**src/hw/rtl/mbq_ram.sv**
```systemverilog
// Generic single-port-write, single-port-read RAM with registered read data.
// Used for the per-channel delay state. No dependencies.
module mbq_ram #(
    parameter int WIDTH = 288,
    parameter int DEPTH = 8
) (
    input  logic                                  aclk,
    input  logic                                  we,
    input  logic [(DEPTH > 1 ? $clog2(DEPTH) : 1)-1:0] waddr,
    input  logic [WIDTH-1:0]                      wdata,
    input  logic [(DEPTH > 1 ? $clog2(DEPTH) : 1)-1:0] raddr,
    output logic [WIDTH-1:0]                      rdata
);

    logic [WIDTH-1:0] mem_reg [DEPTH];

    always_ff @(posedge aclk) begin
        if (we) begin
            mem_reg[waddr] <= wdata;
        end
        rdata <= mem_reg[raddr];
    end

endmodule

```
**config.mk**
```make
export PLATFORM = sky130hd
export DESIGN_NAME = mbq_ram
export DESIGN_NICKNAME = d
export VERILOG_FILES = /design/src/hw/rtl/mbq_ram.sv
export SDC_FILE = /design/constraint.sdc
export NUM_CORES = 2
export LEC_CHECK = 0
export BUFFER_PORTS_ARGS = -buffer_cell sky130_fd_sc_hd__buf_2
export CAP_MARGIN = 10
export CORE_MARGIN = 1.5
export CORE_UTILIZATION = 41
export CTS_CLUSTER_SIZE = 10
export DETAILED_ROUTE_END_ITERATION = 8
export HOLD_SLACK_MARGIN = 0.08
export PLACE_DENSITY = 0.65
export SLEW_MARGIN = 20
export SYNTH_ARGS = -nofsm -noshare
export SYNTH_HDL_FRONTEND = slang
export SYNTH_SLANG_ARGS = --single-unit
```
**constraint.sdc**
```tcl
create_clock -name aclk -period 32.2 [get_ports aclk]
set_input_delay 6.44 -clock aclk [delete_from_list [all_inputs] [get_ports aclk]]
set_output_delay 6.44 -clock aclk [all_outputs]
set_load 0.02 [all_outputs]
```
==> results.md <==
- RSZ-0062 raised after global routing: no
- Synth Net Count: 3925
- Avg Cell Area, Syn: 25.4 um2
- Initial antenna violation count: 65
- Most frequent cells in the layout: edfxtp_1 (2304), buf_2 (580), mux4_2 (576)
- Crit path depth: 7
- Adder-cell share of the synthesized area: 0
- Max Cap Violations: 0
- Critical Path RT: 32940 ps
- DR vias: 40000
- Hold_buf cts: 0
- Post-cts sizing count: 0
- WL/cell: 25.1 um
- Reg2reg setup slack: 30920 ps
- Clock Sinks: 2592
- Hold path depth: 2
- Max-slew violation total from the final report: 0
- Mapped Area: 0.0923 mm2
- Combinational family with the most area after synthesis: multiplexers
- Drt drc: 0
- Clock Skew: 56.9 ps
- Leak pwr: 35.2 nW
- Ys Warns: 0
- Num CTS Buffers: 314
- Status: completed
- Die area: 0.228 mm2
- Placer Congestion: 0.738
- Reg2reg start: mem_reg[0][65]$_DFFE_PP_
- Synth Area in Simple Gates: 0.000637
- DR pass1 iterations: 5
- Root buffer cell: clkbuf_16
- Xor-xnor portion of the synthesized cell area: 0
- Gr ovfl total: 0
- Final setup viols: 0
- Cell Chain, Critical Path: buf_8 -> buf_4 -> buf_4 -> buf_4 -> buf_4 -> mux4_2 -> mux2_2
- Vias in the first global route: 42500
- Post-synthesis mux area share: 0.176
- Cell family with most CP delay: buffers and inverters
- Yosys reg bits: 2592
- Starting Density: 0.412
- Mapped Cells: 3629
- Max reg flops: 2304
- Crit Reg-Reg Endpoint: rdata[65]$_DFF_P_
- FP Rows: 174
- Synth-to-layout area growth: 16.6%
- H-tree depth: 5
- R2R cell count: 2
- Post-CTS setup buffers: 0
- Post-synthesis sequential area ratio: 0.812
- HPWL after DPL: 107000 um
- Die X: 478 um
- Tmin final: 10460 ps
- Post-route ant nets: 0
- Max Root-Sink Buffers: 4
- Placement Cell Area: 0.0986 mm2
- Nets@finish: 4741
- Tcrit/Tclk final: 0.325
- IO Count: 584
- Buf/Inv on CP: 5
- Core area: 0.224 mm2
- Total track usage: 0.169
- Max VDD drop: 0.0514 mV
- PD cells: 68.3 mW/mm2
- Post-synthesis compound-gate area fraction: 0
- Worst-Skew Late Latency: 910 ps
- Post-synthesis cell type count: 13
- Rel. slew slack: 0.306
- Yosys top cell by area: edfxtp_1
- Critical-path top delay cell: buf_4
- Crit path launch: raddr[0]
- Initial DRC Count: 2721
- Port bufs: 583
- First-pass GRT wire length: 285000 um
- Share of layout cells above drive strength 1: 0.401
- CTS tree: built
- Routed WL: 193000 um
- Final hold vios: 0
- CP max FO: 67
- Vias per inst: 5.21
- CP Capture Type: flip-flop
- Top-area cell type share of the netlist area: 0.749
- Most common cell after layout, fill and taps aside: edfxtp_1
- Die height: 478 um
- Setup TNS: 0 ps
- Setup crit end: rdata[268]$_DFF_P_
- Critical path class: in2reg
- Final Cell Area: 0.108 mm2
- Slew at the pin closest to its max-slew limit: 1040 ps
- Most used cell, CP: buf_4
- Hold Crit Class: reg2reg
- Reg clk slew, reported paths: 50 ps
- Synth area leaders: edfxtp_1 (75%), mux4_2 (14%), dfxtp_1 (6.2%), mux2_2 (3.5%), buf_6 (0.73%)
- Pin count of the biggest net entering global routing: 158
- Fmax: 95.6 MHz
- Worst Setup Start Kind: primary input
- Crit path arrival time: 11210 ps
- CP max stage delay: 810 ps
cell usage after synthesis:
master	instances
mux4_2	576
nand2_1	2
nand2b_1	3
nor2_1	6
edfxtp_1	2304
buf_1	30
clkbuf_1	27
mux2_2	288
nor3_1	2
buf_2	42
buf_4	1
buf_6	60
dfxtp_1	288
report_power, final:
group          internal (mW)  switching [mW]  total (mW)
registers               3.80          0.0382        3.84
clock network           1.88            1.24        3.12
logic                  0.166           0.232       0.398
total                   5.84            1.51        7.36
worst min path at each step:
stage | from | end | slack (ps)
2_1_floorplan | mem_reg[6][0]$_DFFE_PP_ | rdata[0]$_DFF_P_ | 660
3_3_place_gp | mem_reg[4][141]$_DFFE_PP_ | rdata[141]$_DFF_P_ | 660
3_5_place_dp | mem_reg[4][269]$_DFFE_PP_ | rdata[269]$_DFF_P_ | 670
4_1_cts | mem_reg[1][212]$_DFFE_PP_ | rdata[212]$_DFF_P_ | 640
5_1_grt | mem_reg[6][58]$_DFFE_PP_ | rdata[58]$_DFF_P_ | 660
6_report | mem_reg[4][212]$_DFFE_PP_ | rdata[212]$_DFF_P_ | 640
metrics by stage:
step	instances	power [mW]	util	hold WS, ps	setup slack, ps
after global placement	7121	4.31	0.440	661	20520
after floorplan	3629	4.18	-	657	4710
after global routing	7668	7.61	0.480	664	21160
final	7684	7.36	0.480	635	21740
after detailed placement	7121	4.32	0.440	669	20530
after CTS	7653	7.45	0.480	643	21520
cell type report:
cell class	count	area [um2]
Timing Repair Buffer	660	3580
Fill cell	18000	117000
Antenna cell	31	77.6
Tap cell	2992	3740
Multi-Input combinational cell	877	16300
Clock inverter	15	200
Sequential cell	2592	75000
Clock buffer	517	8820
worst min-delay path: stages, from the launching register on:
cell	delay, ps
edfxtp_1	310
mux4_2	220
mux2_2	130
cell families (layout without fill, tap and decap cells):
| group | count (synthesis) | count (layout) |
|---|---|---|
| buffers and inverters | 160 | 1192 |
| flip-flops | 2592 | 2592 |
| multiplexers | 864 | 864 |
| other | 0 | 31 |
| AND/OR/NAND/NOR | 13 | 13 |
routing by layer:
metal,vias to the layer above,track usage,part of all wire
li1,17100,-,-
met5,-,0,0.0015
met1,21400,0.208,0.39
met3,431,0.0401,0.059
met2,1147,0.290,0.51
met4,44,0.0603,0.032
No activity file was read; power rests on OpenSTA's default activity.
